`src/mbe_pkg.sv`:
```
// Shared constants and the slot type for the Mandelbrot escape-time block.
// Used by the channel interfaces, the three ring stages and the top level.
package mbe_pkg;

    localparam int FRACTION_BITS = 28;
    localparam int WORD_W        = 32;
    localparam int PROD_W        = 2 * WORD_W;
    localparam int COUNT_W       = 16;
    localparam int RING_DEPTH    = 3;
    localparam int TAG_W         = $clog2(RING_DEPTH) + 1;

    localparam logic [COUNT_W-1:0] LIMIT_RESET = COUNT_W'(256);

    // Squared-magnitude escape threshold, four in the product format.
    localparam logic [PROD_W-1:0] ESC_THRESH =
        (2 * FRACTION_BITS + 2 >= PROD_W) ? '1 : (PROD_W'(1) << (2 * FRACTION_BITS + 2));

    typedef struct packed {
        logic               valid;
        logic               done;
        logic [TAG_W-1:0]   tag;
        logic [WORD_W-1:0]  c_real;
        logic [WORD_W-1:0]  c_imag;
        logic [WORD_W-1:0]  z_real;
        logic [WORD_W-1:0]  z_imag;
        logic [COUNT_W-1:0] count;
    } t_slot;

endpackage

```
`src/mbe_combine.sv`:
```
// Second ring stage: squared magnitude and the shifted real and imaginary terms.
// Depends on mbe_pkg.
module mbe_combine (
    input  logic                              i_clk,
    input  logic                              i_rst_n,
    input  mbe_pkg::t_slot                    i_slot,
    input  logic signed [mbe_pkg::PROD_W-1:0] i_rr,
    input  logic signed [mbe_pkg::PROD_W-1:0] i_ii,
    input  logic signed [mbe_pkg::PROD_W-1:0] i_ri,
    output mbe_pkg::t_slot                    o_slot,
    output logic [mbe_pkg::PROD_W-1:0]        o_mag,
    output logic [mbe_pkg::WORD_W-1:0]        o_nr,
    output logic [mbe_pkg::WORD_W-1:0]        o_ni
);
    logic signed [mbe_pkg::PROD_W-1:0] diff;
    logic signed [mbe_pkg::PROD_W-1:0] sh_r;
    logic signed [mbe_pkg::PROD_W-1:0] sh_i;
    logic [mbe_pkg::PROD_W-1:0]        n_mag;
    mbe_pkg::t_slot                    r_slot;
    logic [mbe_pkg::PROD_W-1:0]        r_mag;
    logic [mbe_pkg::WORD_W-1:0]        r_nr;
    logic [mbe_pkg::WORD_W-1:0]        r_ni;

    always_comb begin
        n_mag = $unsigned(i_rr) + $unsigned(i_ii);
        diff  = i_rr - i_ii;
        sh_r  = diff >>> mbe_pkg::FRACTION_BITS;
        sh_i  = i_ri >>> (mbe_pkg::FRACTION_BITS - 1);
    end

    always_ff @(posedge i_clk) begin
        if (!i_rst_n) begin
            r_slot.valid <= 1'b0;
        end else begin
            r_slot <= i_slot;
        end
        r_mag <= n_mag;
        r_nr  <= sh_r[mbe_pkg::WORD_W-1:0];
        r_ni  <= sh_i[mbe_pkg::WORD_W-1:0];
    end

    assign o_slot = r_slot;
    assign o_mag  = r_mag;
    assign o_nr   = r_nr;
    assign o_ni   = r_ni;
endmodule

```
`config.mk`:
```
export PLATFORM = sky130hd
export DESIGN_NAME = mbe_combine
export DESIGN_NICKNAME = d
export VERILOG_FILES = /design/src/mbe_pkg.sv /design/src/mbe_combine.sv
export SDC_FILE = /design/constraint.sdc
export NUM_CORES = 1
export LEC_CHECK = 0
export BUFFER_PORTS_ARGS = -buffer_cell sky130_fd_sc_hd__buf_2
export CORE_AREA = 2 2 239 241
export DETAILED_ROUTE_END_ITERATION = 8
export DIE_AREA = 0 0 241 243
export PLACE_DENSITY = 0.53
export SETUP_SLACK_MARGIN = 0.1
export SYNTH_ARGS = -nofsm -noshare
export SYNTH_HDL_FRONTEND = slang
export SYNTH_SLANG_ARGS = --single-unit
```
`constraint.sdc`:
```
create_clock -name i_clk -period 2.72 [get_ports i_clk]
set_input_delay 0.272 -clock i_clk [delete_from_list [all_inputs] [get_ports i_clk]]
set_output_delay 0.272 -clock i_clk [all_outputs]
set_load 0.02 [all_outputs]
```
==> results.py, run 1 <==
metrics = {
    "drt": {
        "drt-wirelength-per-cell_um": 21.1,
        "drt_iter0_drc": 811,
        "vias": 14900,
        "firstDrtPassIters": 5,
        "via_per_inst": 4.59,
        "post-route-drc-count": 0,
        "routed_wl_um": 68500,
        "ant_nets": 0,
    },
    "global_routing": {
        "grt_pass1_wl_um": 97000,
        "track_usage": 0.223,
        "grt_pass1_vias": 15200,
        "antenna_found_initial": 6,
        "globalRouteOverflowTotal": 0,
        "grt_start_max_net_pins": 61,
    },
    "critical_path": {
        "critPathMaxFanout": 5,
        "cpPeakStageDelay_ps": 470,
        "slowest_stage": "o41ai_2",
        "startpoint_type": "input port",
        "required_ps": 3190,
        "critPathKind": "in2reg",
        "cp.arrival_ps": 3110,
        "crit_path_end_kind": "register",
        "crit_path_cell_trace": "buf_2, inv_1, ha_4, nand4_1, a2111oi_4, buf_4, a21oi_1, o41ai_2, buf_4, a21o_4, nand4_1, o41ai_2, xnor2_1",
    },
    "sta": {
        "slew_viol_final": 0,
        "worst_pin_slew_ps": 660,
        "clock.fmax_mhz": 379,
        "period_share": 0.969,
        "rsz0062_at_grt": "yes",
        "post-route-min-period_ps": 2640,
        "tns_ps": 0,
        "hold_viol_final": 0,
        "setup_viol": 0,
        "timing.final.ws_setup_ps": 83.5,
        "slew-limit-headroom": 0.556,
    },
    "synth": {
        "async_flop_share": 0,
        "synth_edf_count": 148,
        "synth_nets": 1805,
        "synth.largest_area_cell": "edfxtp_1",
        "post-synth-top-count-cell": "edfxtp_1",
        "synthTopCellsByCount": "148 x edfxtp_1, 141 x a21oi_1, 129 x dfxtp_1",
        "yosysTopAreaCellShare": 0.317,
        "ys_ff_latch": 277,
        "postSynthAreaPerCell_um2": 10.5,
        "synth-main-ff-cell": "edfxtp_1",
        "ys_warn_count": 0,
        "synth_cell_type_count": 81,
        "seq_area_frac_synth": 0.502,
        "synthTopCellsByArea": "edfxtp_1 32%, dfxtp_1 18%, ha_1 11%",
        "synthCells": 1339,
        "netlist_area_mm2": 0.0140,
    },
    "power": {
        "power.density_mw_per_mm2": 611,
        "total_leakage_power_uw": 0.0110,
        "ir_drop_v": 0.000348,
        "finalPower_uw": 14500,
    },
    "die": {
        "die_w_um": 241,
        "die_h_um": 243,
        "ios": 620,
        "design.core.area_mm2": 0.0560,
        "die_area_mm2": 0.0586,
        "num_rows": 87,
        "initial_core_util": 0.250,
    },
    "flow_run": {
        "cap_violations": 0,
    },
    "clocking": {
        "h-tree-depth": 2,
        "clkTransAtPathRegs_ps": 60,
        "cts_tree": "built",
        "cts_root_buffer": "clkbuf_16",
        "numClockSinks": 277,
        "cts_made_buffers": 34,
        "cts_buffer_depth": 3,
    },
    "placement": {
        "pre_cts_ws_ps": -1080,
        "place_hpwl_um": 55600,
        "gp_congestion": 0.946,
        "portBuffers": 587,
        "dp.cells": 2984,
    },
    "finish": {
        "fillers": 5462,
        "fin_cells": 3238,
        "drive_above_1_share": 0.434,
        "areaGrowthSynthToFinish_pct": 70.0,
        "nets": 2918,
        "utilization": 0.425,
    },
    "hold_path": {
        "hold_class": "in2reg",
    },
    "status": {
        "status": "finished clean",
    },
}
-- layer usage --
metal | global-route usage | wire (um) | vias up
met5 | 0 | 0 | -
met4 | 0.0744 | 2310 | 0
met3 | 0.0403 | 4120 | 89
met2 | 0.408 | 34800 | 520
met1 | 0.258 | 27200 | 7201
li1 | - | - | 7049
-- sequential cells by signal, summed over array words and instances, names as in the netlist --
| name | flops |
|---|---|
| o_ni | 32 |
| o_slot | 149 |
| o_nr | 32 |
| o_mag | 64 |
-- cell type report --
type                    instances  area [um^2]  area share
inverters                     123          462      0.0194
clock inverters                13          218     0.00915
well taps                     756          946      0.0398
clock buffers                  48          975      0.0410
repair buffers               1126         7460       0.313
diodes                          5         12.5    0.000526
flip-flops and latches        277         7030       0.295
multi-input cells             890         6690       0.281
-- path summary, 6_finish.rpt --
path	startpoint	end	slack (ps)	depth (start not counted)
worst max-delay path	i_ii[18]	o_nr[30]	80	13
worst min-delay path	i_rr[63]	o_mag[63]	40	3
-- logic make-up (layout without fill, tap and decap cells) --
kind of cell	after synthesis	in the layout	share of synthesized area
AND/OR/NAND/NOR	302	302	0.105
AO/OA/AOI/OAI	372	372	0.176
adder cells (fa/ha/maj)	123	123	0.110
XOR/XNOR	93	93	0.0582
flip-flops	277	277	0.502
buffers and inverters	172	1310	0.0486
other	0	5	0
-- through the flow --
step | hold slack, ps | area [um^2]
floorplan | 300 | 14000
global placement | 375 | 20300
detailed placement | 376 | 20300
CTS | 14.7 | 23500
global route | 24.1 | 23800
finish | 37.2 | 23800
-- critical path: cells and delay by family --
| kind | cells | cell delay, ps |
|---|---|---|
| buffers and inverters | 4 | 510 |
| adders and majority gates | 1 | 300 |
| AOI/OAI and AO/OA | 5 | 1360 |
| and+or+nand+nor | 2 | 490 |
| xor gates and xnor gates | 1 | 160 |
-- cell usage in the layout, fill, tap and decap left out, types with 25 or more instances in the layout --
cell	n
buf_2	586
buf_4	356
dlygate4sd3_1	182
edfxtp_1	148
a21oi_1	133
dfxtp_1	129
inv_1	120
ha_1	110
nor2_1	96
xnor2_1	85
nand2_1	51
o21ai_0	43
clkbuf_16	35
o21bai_1	31
nor3_1	29
nand4_1	27
a21o_1	25
-- power by group --
group	internal, uW	leakage (uW)	switching, uW
clock network	2990	0.000586	1890
logic	1890	0.00792	2590
registers	4970	0.00254	203
-- repair_timing --
item	4_1_cts	5_1_grt
endpoints found under the hold margin	182	0
endpoints found under the setup margin	24	35
buffers inserted	1	5
hold buffers	182	0
pin swaps	3	17
resized for setup	14	52
Note: power is estimated with default switching activity, not from simulation.
==> run 2, diff against run 1 <==
RECOVER_POWER = 100   (was not set)
==> run 2 against run 1 <==
Effect of this change: the run now ends with capacitance limit, slew limit left; cell area fell by 2.0%; power shrank 1.1%; non-clock buffer count unchanged; core utilization down 0.84 points; count of clock-buffer cells in the layout did not move; cell count is essentially flat; die area stayed put; first-iteration DRC count grew 6.8%; clock power is essentially flat; flip-flop and latch count unchanged; worst setup slack worse by 4.0 ps; worst hold slack improved by 4.4 ps; largest cell class is now sequential cells.
==> results.py, run 2 (same netlist as run 1, synthesis figures left out) <==
metrics = {
    "placement": {
        "gp_congestion": 0.946,
        "place_hpwl_um": 55600,
        "portBuffers": 587,
        "dp.cells": 2984,
        "place_area_mm2": 0.0203,
        "pre_cts_ws_ps": -1080,
    },
    "finish": {
        "design_area_mm2": 0.0233,
        "areaGrowthSynthToFinish_pct": 66.6,
        "largest_reg_flops": 149,
        "final_common_cell": "buf_4",
        "nets": 2918,
        "drive_above_1_share": 0.306,
        "fin_cells": 3239,
        "layout_common_cells": "333 x buf_4, 322 x clkbuf_1, 281 x buf_2",
    },
    "global_routing": {
        "antenna_found_initial": 6,
        "grt_pass1_vias": 15200,
        "track_usage": 0.223,
        "globalRouteOverflowTotal": 0,
        "grt_pass1_wl_um": 97000,
        "grt_start_max_net_pins": 61,
    },
    "die": {
        "die_w_um": 241,
        "num_rows": 87,
        "die_h_um": 243,
        "ios": 620,
        "die_area_mm2": 0.0586,
        "design.core.area_mm2": 0.0560,
        "initial_core_util": 0.250,
    },
    "sta": {
        "worst_pin_slew_ps": 1530,
        "whs_ps": 41.6,
        "tns_ps": 0,
        "rsz0062_at_grt": "yes",
        "timing.final.ws_setup_ps": 79.5,
        "hold_viol_final": 0,
        "slew-limit-headroom": -0.0172,
        "period_share": 0.971,
        "slew_viol_final": 61,
        "post-route-min-period_ps": 2640,
        "setup_viol": 0,
        "clock.fmax_mhz": 379,
    },
    "critical_path": {
        "startpoint_type": "input port",
        "crit_path_start": "i_ii[18]",
        "crit_path_end_kind": "register",
        "cp.arrival_ps": 3110,
        "critPathMaxFanout": 5,
        "critPathKind": "in2reg",
        "required_ps": 3190,
    },
    "drt": {
        "drt-wirelength-per-cell_um": 21.1,
        "vias": 14800,
        "via_per_inst": 4.58,
        "firstDrtPassIters": 5,
        "routed_wl_um": 68400,
        "ant_nets": 0,
        "drt_iter0_drc": 866,
        "post-route-drc-count": 0,
    },
    "clocking": {
        "cts_made_buffers": 34,
        "cts_buffer_depth": 3,
        "numClockSinks": 277,
        "cts_tree": "built",
        "clkTransAtPathRegs_ps": 60,
        "cts_root_buffer": "clkbuf_16",
        "h-tree-depth": 2,
    },
    "power": {
        "power.density_mw_per_mm2": 616,
        "total_leakage_power_uw": 0.0102,
        "ir_drop_v": 0.000351,
    },
    "hold_path": {
        "hold_depth": 3,
        "hp-start": "i_rr[63]",
        "hold-path-endpoint": "o_mag[63]",
        "hold_class": "in2reg",
    },
    "status": {
        "status": "complete, but fails checks",
        "violations": "capacitance limit, slew limit",
    },
    "flow_run": {
        "cap_violations": 1,
    },
}
run 2: cell count changes in the layout (fill, tap and decap cells not counted), sizes merged:
cell | previous run | this run
clkbuf | 48 | 378
buf | 944 | 614
diode | 5 | 6
run 2: routing by layer:
layer  share of wire  track usage
met5               0            0
met4           0.036       0.0744
met3           0.063       0.0403
met2            0.51        0.408
met1            0.39        0.258
run 2: repair_timing:
item	in CTS	in global routing
setup buffers	1	5
setup endpoints to repair	24	35
pin swaps	3	17
hold buffers	182	0
resized for setup	14	52
endpoints found under the hold margin	182	0
run 2: where the power goes:
| part | switching [uW] | leakage [uW] | internal [uW] |
|---|---|---|---|
| Sequential | 218 | 0.00254 | 4970 |
| Clock | 1880 | 0.000586 | 2990 |
| Combinational | 2590 | 0.00703 | 1710 |
run 2: layout make-up:
type	count	area, um^2
inverters	123	462
diodes	6	15.0
clock buffers	48	975
well taps	756	946
clock inverters	13	218
flip-flops and latches	277	7030
fillers	5644	32600
repair buffers	1126	7010
multi-input cells	890	6670
run 2: critical path, cell delays in order:
cell and delay, ps:
buf_2 100, inv_1 60, ha_4 300, nand4_1 260, a2111oi_4 460, buf_4 180, a21oi_1 80, o41ai_2 200
buf_4 180, a21o_4 150, nand4_1 220, o41ai_2 470, xnor2_1 160
run 2: per-stage QoR:
step                 util  power (uW)
global placement    0.364        9380
floorplan               -        7200
detailed placement  0.364        9370
CTS                 0.419       14600
finish              0.417       14400
global route        0.417       15000
run 2: how the worst max path moves through the flow:
stage / endpoint / slack (ps) / cells past startpoint
3_3_place_gp: o_nr[30] / -1230 / 13
6_report: o_nr[30] / 80 / 13
5_1_grt: o_mag[38] / 40 / 14
4_1_cts: o_nr[6] / 60 / 13
2_1_floorplan: o_mag[62] / 100 / 12
3_5_place_dp: o_nr[30] / -1080 / 13
