### src/mbe_pkg.sv
// Shared constants and the slot type for the Mandelbrot escape-time block.
// Used by the channel interfaces, the three ring stages and the top level.
package mbe_pkg;

    localparam int FRACTION_BITS = 28;
    localparam int WORD_W        = 32;
    localparam int PROD_W        = 2 * WORD_W;
    localparam int COUNT_W       = 16;
    localparam int RING_DEPTH    = 3;
    localparam int TAG_W         = $clog2(RING_DEPTH) + 1;

    localparam logic [COUNT_W-1:0] LIMIT_RESET = COUNT_W'(256);

    // Squared-magnitude escape threshold, four in the product format.
    localparam logic [PROD_W-1:0] ESC_THRESH =
        (2 * FRACTION_BITS + 2 >= PROD_W) ? '1 : (PROD_W'(1) << (2 * FRACTION_BITS + 2));

    typedef struct packed {
        logic               valid;
        logic               done;
        logic [TAG_W-1:0]   tag;
        logic [WORD_W-1:0]  c_real;
        logic [WORD_W-1:0]  c_imag;
        logic [WORD_W-1:0]  z_real;
        logic [WORD_W-1:0]  z_imag;
        logic [COUNT_W-1:0] count;
    } t_slot;

endpackage

### src/mbe_update.sv
// Third ring stage: escape test, new z and count, or the final result.
// Depends on mbe_pkg.
module mbe_update (
    input  logic                        i_clk,
    input  logic                        i_rst_n,
    input  mbe_pkg::t_slot              i_slot,
    input  logic [mbe_pkg::PROD_W-1:0]  i_mag,
    input  logic [mbe_pkg::WORD_W-1:0]  i_nr,
    input  logic [mbe_pkg::WORD_W-1:0]  i_ni,
    input  logic [mbe_pkg::COUNT_W-1:0] i_limit,
    output mbe_pkg::t_slot              o_slot
);
    logic           below_limit;
    logic           in_radius;
    mbe_pkg::t_slot n_slot;
    mbe_pkg::t_slot r_slot;

    always_comb begin
        below_limit = i_slot.count < i_limit;
        in_radius   = i_mag <= mbe_pkg::ESC_THRESH;
        n_slot      = i_slot;
        if (i_slot.valid && !i_slot.done) begin
            if (below_limit && in_radius) begin
                n_slot.z_real = i_nr + i_slot.c_real;
                n_slot.z_imag = i_ni + i_slot.c_imag;
                n_slot.count  = i_slot.count + mbe_pkg::COUNT_W'(1);
            end else begin
                n_slot.done  = 1'b1;
                n_slot.count = below_limit ? i_slot.count : '0;
            end
        end
    end

    always_ff @(posedge i_clk) begin
        if (!i_rst_n) begin
            r_slot.valid <= 1'b0;
        end else begin
            r_slot <= n_slot;
        end
    end

    assign o_slot = r_slot;
endmodule

### config.mk
export PLATFORM = sky130hd
export DESIGN_NAME = mbe_update
export DESIGN_NICKNAME = d
export VERILOG_FILES = /design/src/mbe_pkg.sv /design/src/mbe_update.sv
export SDC_FILE = /design/constraint.sdc
export NUM_CORES = 1
export LEC_CHECK = 0
export ABC_AREA = 1
export BUFFER_PORTS_ARGS = -buffer_cell sky130_fd_sc_hd__buf_2
export CAP_MARGIN = 10
export CORE_AREA = 2 2 171 173
export DETAILED_ROUTE_END_ITERATION = 8
export DIE_AREA = 0 0 173 175
export GPL_TIMING_DRIVEN = 0
export HOLD_SLACK_MARGIN = 0.03
export PLACE_DENSITY_LB_ADDON = 0.3
export SYNTH_ARGS = -nofsm -noshare
export SYNTH_HDL_FRONTEND = slang
export SYNTH_SLANG_ARGS = --single-unit
### constraint.sdc
create_clock -name i_clk -period 2.5 [get_ports i_clk]
set_input_delay 0.5 -clock i_clk [delete_from_list [all_inputs] [get_ports i_clk]]
set_output_delay 0.5 -clock i_clk [all_outputs]
set_load 0.01 [all_outputs]
==> impl_metrics.csv, run 1 <==
group,metric,value,unit
placed_design,placed_cell_area,13860,um2
finish,area_growth,30.38,%
placed_design,place_ws,-0.4258,ns
timing,fin_crit_sh,96.88,%
timing,timing.final.ws_setup,0.07808,ns
floorplan,coreArea,28390,um2
yosys,yosysMostFrequentCell,"nand2_1",
yosys,yosys-top-cells-area,"edfxtp_1 (40%), nand2_1 (19%), inv_1 (10%), ha_1 (8.8%), nor2_1 (6.4%)",
cts,cts_buffers,17,
critical_path,crit_top_cell,"nand3_1",
critical_path,crit_type,"in2reg",
cts,cts_tree,"built",
critical_path,cp_cell_sequence,"buf_2 > ha_1 > fa_1 > nand3_1 > nand3_1 > a21oi_1 > xor2_1 > o21ai_1",
finish,final_cells,2446,
global_route,antenna_found_initial,7,
routing,antenna_left,0,
yosys,synth_xor_area_share,2.519,%
yosys,synthMuxAreaShare,0,%
cts,htreeDepth,4,
yosys,synth.distinct_cells,33,
run,drv_cap,0,
yosys,syn_inst,1576,
power_and_ir_drop,clockPowerShare,35.4,%
yosys,yosys-top-cells-count,"nand2_1 (572), inv_1 (296), nor2_1 (191)",
critical_path,cp.required,2.66,ns
power_and_ir_drop,comb_power_share,25.5,%
power_and_ir_drop,p_sw_share,31.15,%
yosys,synthesis.area,11130,um2
routing,drtPass1Iterations,5,
timing,rsz0062_at_grt,"false",
critical_path,max_stage_delay,0.46,ns
timing,final-setup-viol-count,0,
cts,cts_sinks,149,
floorplan,fp.dieH,175,um
routing,wl_per_cell,15.22,um
global_route,grtUsageTotal,24.44,%
finish,drive_gt1_share,24.23,%
yosys,ys.warnings.count,0,
global_route,grt_pass1_wl,57160,um
yosys,ys.flop_type,"edfxtp_1",
yosys,synth_top_cell_area_share,39.94,%
power_and_ir_drop,ir_worst_vdd,0.0003158,V
yosys,syn_area_per_cell,7.060,um2
timing,fmax,412.9,MHz
power_and_ir_drop,power.internal,5.315,mW
global_route,grt_pass1_vias,11180,
timing,whs,0.2374,ns
yosys,synth_top_family_by_area,"simple AND/OR/NAND/NOR gates",
placed_design,globalplace.congestion,0.9046,
floorplan,start_util,39.19,%
run_status,outcome,"completed",
yosys,async_flop_share,0,%
timing,min_period,2.422,ns
placed_design,dp_hpwl,30760,um
yosys,ys_seq_elements,149,
finish,fin_nets,2417,
routing,route.detailed.drc,0,
power_and_ir_drop,sequentialPowerShare,39.1,%
yosys,yosys.area.top_type,"edfxtp_1",
timing,finalHoldViolCount,0,
finish,final_cell_area,14510,um2
finish,largest_reg_flops,149,
critical_path,slowest_stage,"fa_1",
floorplan,dieWidth,173,um
global_route,grt_overflow_total,0,
critical_path,crit_arrival,2.58,ns
yosys,synth-simple-area-share,32.69,%
yosys,ys_seq_area_share,40.12,%
timing,maxSlewHeadroom,57.04,%
routing,viasPerCell,4.659,
critical_path,critPathMaxFanout,4,
power_and_ir_drop,p_per_area,532.1,nW/um2
yosys,synthAdderAreaFrac,9.131,%
critical_path,endpoint_kind,"flop",
timing,worst_pin_slew,0.6444,ns
placed_design,portBuffers,443,
finish,fill_cells,2845,
critical_path,worst_setup_path_start_kind,"input pin",
power_and_ir_drop,leakage,7.990,nW
yosys,synth_enable_flop_cells,148,
power_and_ir_drop,p_switching,2.405,mW
floorplan,die_area,30280,um2
cts,clockRootBuffer,"clkbuf_16",
routing,wl,37240,um
routing,first_iter_violations,704,
floorplan,rows,62,
cts,clk_pin_slew_worst_paths,0.06,ns
placed_design,place_inst,2404,
timing,drv_slew,0,
min_path,holdCritPathClass,"in2reg",
timing,fin_tns_setup,0,ns
yosys,synth_compound_area_share,4.700,%
routing,dr_total_vias,11400,
yosys,synthesis.nets,1951,
floorplan,ios,444,
cts,cts-root-to-sink-buffers,2,
global_route,grt_start_max_net_pins,91,
-- metrics by stage --
| stage | utilization, % | power (mW) |
|---|---|---|
| finish | 51.10 | 7.720 |
| global route | 51.06 | 8.106 |
| CTS | 50.94 | 7.778 |
| detailed placement | 48.81 | 5.030 |
| global placement | 48.69 | 5.010 |
| floorplan | - | 4.196 |
-- cell families (layout without fill, tap and decap cells) --
logic type      Yosys count  in the layout
other cells               0              7
xor+xnor                 32             32
flops                   149            149
compound gates           99             99
buf+inv                 314            793
fa+ha+maj                80             80
simple gates            902            902
-- power groups by stage --
stage,combinational [mW],sequential (mW),clock (mW)
final,1.97,3.02,2.73
after global routing,2.21,3.04,2.86
after CTS,1.97,3.02,2.79
after detailed placement,1.96,3.07,0
after global placement,1.94,3.07,0
after floorplan,1.01,3.19,0
-- worst max-delay path, delay by kind of cell --
kind,cells,cell delay (ns)
buffers and inverters,1,0.13
AO/OA/AOI/OAI,2,0.48
adder cells (fa/ha/maj),2,0.73
XOR/XNOR,1,0.44
AND/OR/NAND/NOR,2,0.30
-- what timing repair did --
action | in CTS | in global routing
resized for setup | 0 | 5
setup buffers | 0 | 3
hold buffers | 0 | 0
setup endpoints to repair | 0 | 28
-- area by class of cell --
type | count | area, um2 | area share, %
Tap cell | 384 | 480.5 | 3.312
Clock buffer | 18 | 429.2 | 2.958
Timing Repair Buffer | 447 | 2273 | 15.67
Clock inverter | 14 | 176.4 | 1.216
Antenna cell | 7 | 17.52 | 0.1207
Multi-Input combinational cell | 1113 | 5456 | 37.61
Sequential cell | 149 | 4464 | 30.77
Inverter | 298 | 1119 | 7.710
Buffer | 16 | 91.34 | 0.6296
-- layout by cell type (no fill, tap or decap), types with 5 or more instances in the layout --
cell type  synthesis  routed
o21ai_0           15      13
nor3_1            18      18
ha_1              78      78
nor2_1           191     191
nand3b_1           6       6
buf_2             10     451
inv_1            296     296
o21ai_1           22      24
buf_4              2       5
edfxtp_1         148     148
and2_1             5       5
nand2_1          572     572
xnor2_1           30      30
nand3_1           89      89
o21bai_1           6       6
diode_2            0       7
nand4_1            9       9
a21oi_1           51      51
clkbuf_16          0      17
-- layer usage --
metal | GRT usage, % | part of all wire [%]
met5 | 0 | 0.064
met4 | 9.145 | 2.5
met3 | 6.854 | 7.5
met2 | 41.75 | 48
met1 | 29.34 | 42
-- final timing paths --
| path | cells past startpoint | startpoint | slack [ns] | endpoint |
|---|---|---|---|---|
| max | 8 | i_slot[80] | 0.08 | o_slot[24] |
| min | 1 | i_slot[146] | 0.24 | o_slot[146] |
No activity file was read; power rests on OpenSTA's default activity.
==> run 2: changes to the inputs <==
--- a/config.mk
+++ b/config.mk
@@ -14,6 +14,7 @@
 export GPL_TIMING_DRIVEN = 0
 export HOLD_SLACK_MARGIN = 0.03
 export PLACE_DENSITY_LB_ADDON = 0.3
+export SETUP_SLACK_MARGIN = 0.2
 export SYNTH_ARGS = -nofsm -noshare
 export SYNTH_HDL_FRONTEND = slang
 export SYNTH_SLANG_ARGS = --single-unit
==> impl_metrics.csv, run 2 (synthesized netlist as in run 1, its figures left out) <==
group,metric,value,unit
global_route,grt_pass1_vias,11180,
finish,final_cell_mix,"nand2_1 (570), buf_2 (449), inv_1 (296)",
critical_path,worst_setup_path_start_kind,"input pin",
floorplan,start_util,39.19,%
routing,wl,37300,um
timing,maxSlewHeadroom,60.16,%
power_and_ir_drop,clockPowerShare,35.4,%
timing,rsz0062_at_grt,"false",
routing,wl_per_cell,15.26,um
power_and_ir_drop,p_sw_share,31.27,%
routing,first_iter_violations,651,
timing,final-setup-viol-count,0,
timing,fin_crit_sh,88.69,%
critical_path,crit_type,"in2reg",
floorplan,ios,444,
timing,fin_tns_setup,0,ns
power_and_ir_drop,power.internal,5.322,mW
finish,final_util,51.34,%
routing,viasPerCell,4.655,
finish,largest_reg_flops,149,
run_status,outcome,"completed",
min_path,hold_path.startpoint,"i_slot[146]",
cts,htreeDepth,4,
global_route,grtUsageTotal,24.45,%
placed_design,place_ws,-0.4258,ns
floorplan,dieWidth,173,um
global_route,grt_start_max_net_pins,91,
finish,fin_nets,2416,
cts,clk_pin_slew_worst_paths,0.07,ns
timing,timing.final.ws_setup,0.2827,ns
critical_path,critPathMaxFanout,10,
cts,cts_sinks,149,
routing,route.detailed.drc,0,
timing,finalHoldViolCount,0,
timing,drv_slew,0,
power_and_ir_drop,sequentialPowerShare,38.9,%
global_route,antenna_found_initial,7,
critical_path,crit_start,"i_slot[5]",
cts,cts_tree,"built",
cts,cts_buffers,17,
timing,fmax,451.0,MHz
run,drv_cap,0,
power_and_ir_drop,p_per_area,531.2,nW/um2
finish,final_common_cell,"nand2_1",
power_and_ir_drop,leakage,7.996,nW
cts,cts-hold-fix-buffers,0,
placed_design,place_inst,2404,
global_route,grt_overflow_total,0,
critical_path,cp.required,2.70,ns
floorplan,rows,62,
routing,antenna_left,0,
critical_path,crit_arrival,2.41,ns
floorplan,fp.dieH,175,um
global_route,grt_pass1_wl,57170,um
cts,clockRootBuffer,"clkbuf_16",
power_and_ir_drop,ir_worst_vdd,0.0003145,V
finish,final_cells,2445,
timing,worst_pin_slew,0.5976,ns
timing,min_period,2.217,ns
floorplan,coreArea,28390,um2
finish,drive_gt1_share,24.93,%
placed_design,globalplace.congestion,0.9046,
min_path,holdCritPathClass,"in2reg",
finish,area_growth,31.01,%
floorplan,die_area,30280,um2
power_and_ir_drop,comb_power_share,25.7,%
critical_path,endpoint_kind,"flop",
cts,cts-root-to-sink-buffers,2,
placed_design,dp_hpwl,30760,um
routing,drtPass1Iterations,5,
routing,dr_total_vias,11380,
placed_design,portBuffers,443,
power_and_ir_drop,p_switching,2.422,mW
[run 2: changes by cell type in the layout (fill, tap and decap cells not counted), moves of 2 or more]
cell / before / now
fa_1: 2 / 0
nand2_1: 572 / 570
buf_2: 451 / 449
a21oi_2: 0 / 2
nor2_2: 1 / 6
nor2_1: 191 / 186
a21oi_1: 51 / 48
fa_2: 0 / 2
[run 2: per-stage QoR]
stage	area (um2)	total power [mW]	hold slack [ns]
2_1_floorplan	11130	4.196	0.5935
3_3_place_gp	13820	5.010	0.6777
3_5_place_dp	13860	5.030	0.6786
4_1_cts	14510	7.784	0.2147
5_1_grt	14570	8.123	0.2175
6_report	14580	7.743	0.2387
[run 2: worst paths after layout]
| check | endpoint | slack (ns) | cells past startpoint |
|---|---|---|---|
| setup / recovery | o_slot[72] | 0.28 | 14 |
| hold / removal | o_slot[146] | 0.24 | 1 |
[run 2: repair_timing]
action                     CTS  global route
setup endpoints to repair   43            24
cloned                       0             0
resized for setup            7            18
pin swaps                    1             0
buffers inserted             2             0
[run 2: area by class of cell]
class	count	area, um2
diodes	7	17.52
plain buffers	16	97.59
clock buffers	18	429.2
clock inverters	14	176.4
fillers	2831	13810
inverters	298	1119
multi-input cells	1113	5515
flip-flops and latches	149	4464
well taps	384	480.5
repair buffers	446	2278
[run 2: worst max-delay path, cell delays in order]
cell and delay, ns:
buf_2 0.13, ha_1 0.31, a21oi_1 0.14, nor2_1 0.06, nor3_1 0.15, nand2_1 0.08, nand2_1 0.12, nand2_4 0.10
nor2_8 0.14, buf_12 0.12, buf_2 0.25, nand3_1 0.17, nand2_1 0.10, inv_1 0.04
[run 2: per-layer routing]
| metal | wire [um] | global-route usage, % |
|---|---|---|
| met5 | 25 | 0 |
| met4 | 990 | 9.145 |
| met2 | 17660 | 41.77 |
| met1 | 15870 | 29.35 |
| met3 | 2759 | 6.854 |
[run 2: power by group through the flow]
stage / registers [mW] / clock network (mW) / logic [mW]
floorplan: 3.19 / 0 / 1.01
global placement: 3.07 / 0 / 1.94
detailed placement: 3.07 / 0 / 1.96
CTS: 3.02 / 2.79 / 1.98
global route: 3.04 / 2.86 / 2.23
finish: 3.02 / 2.74 / 1.99
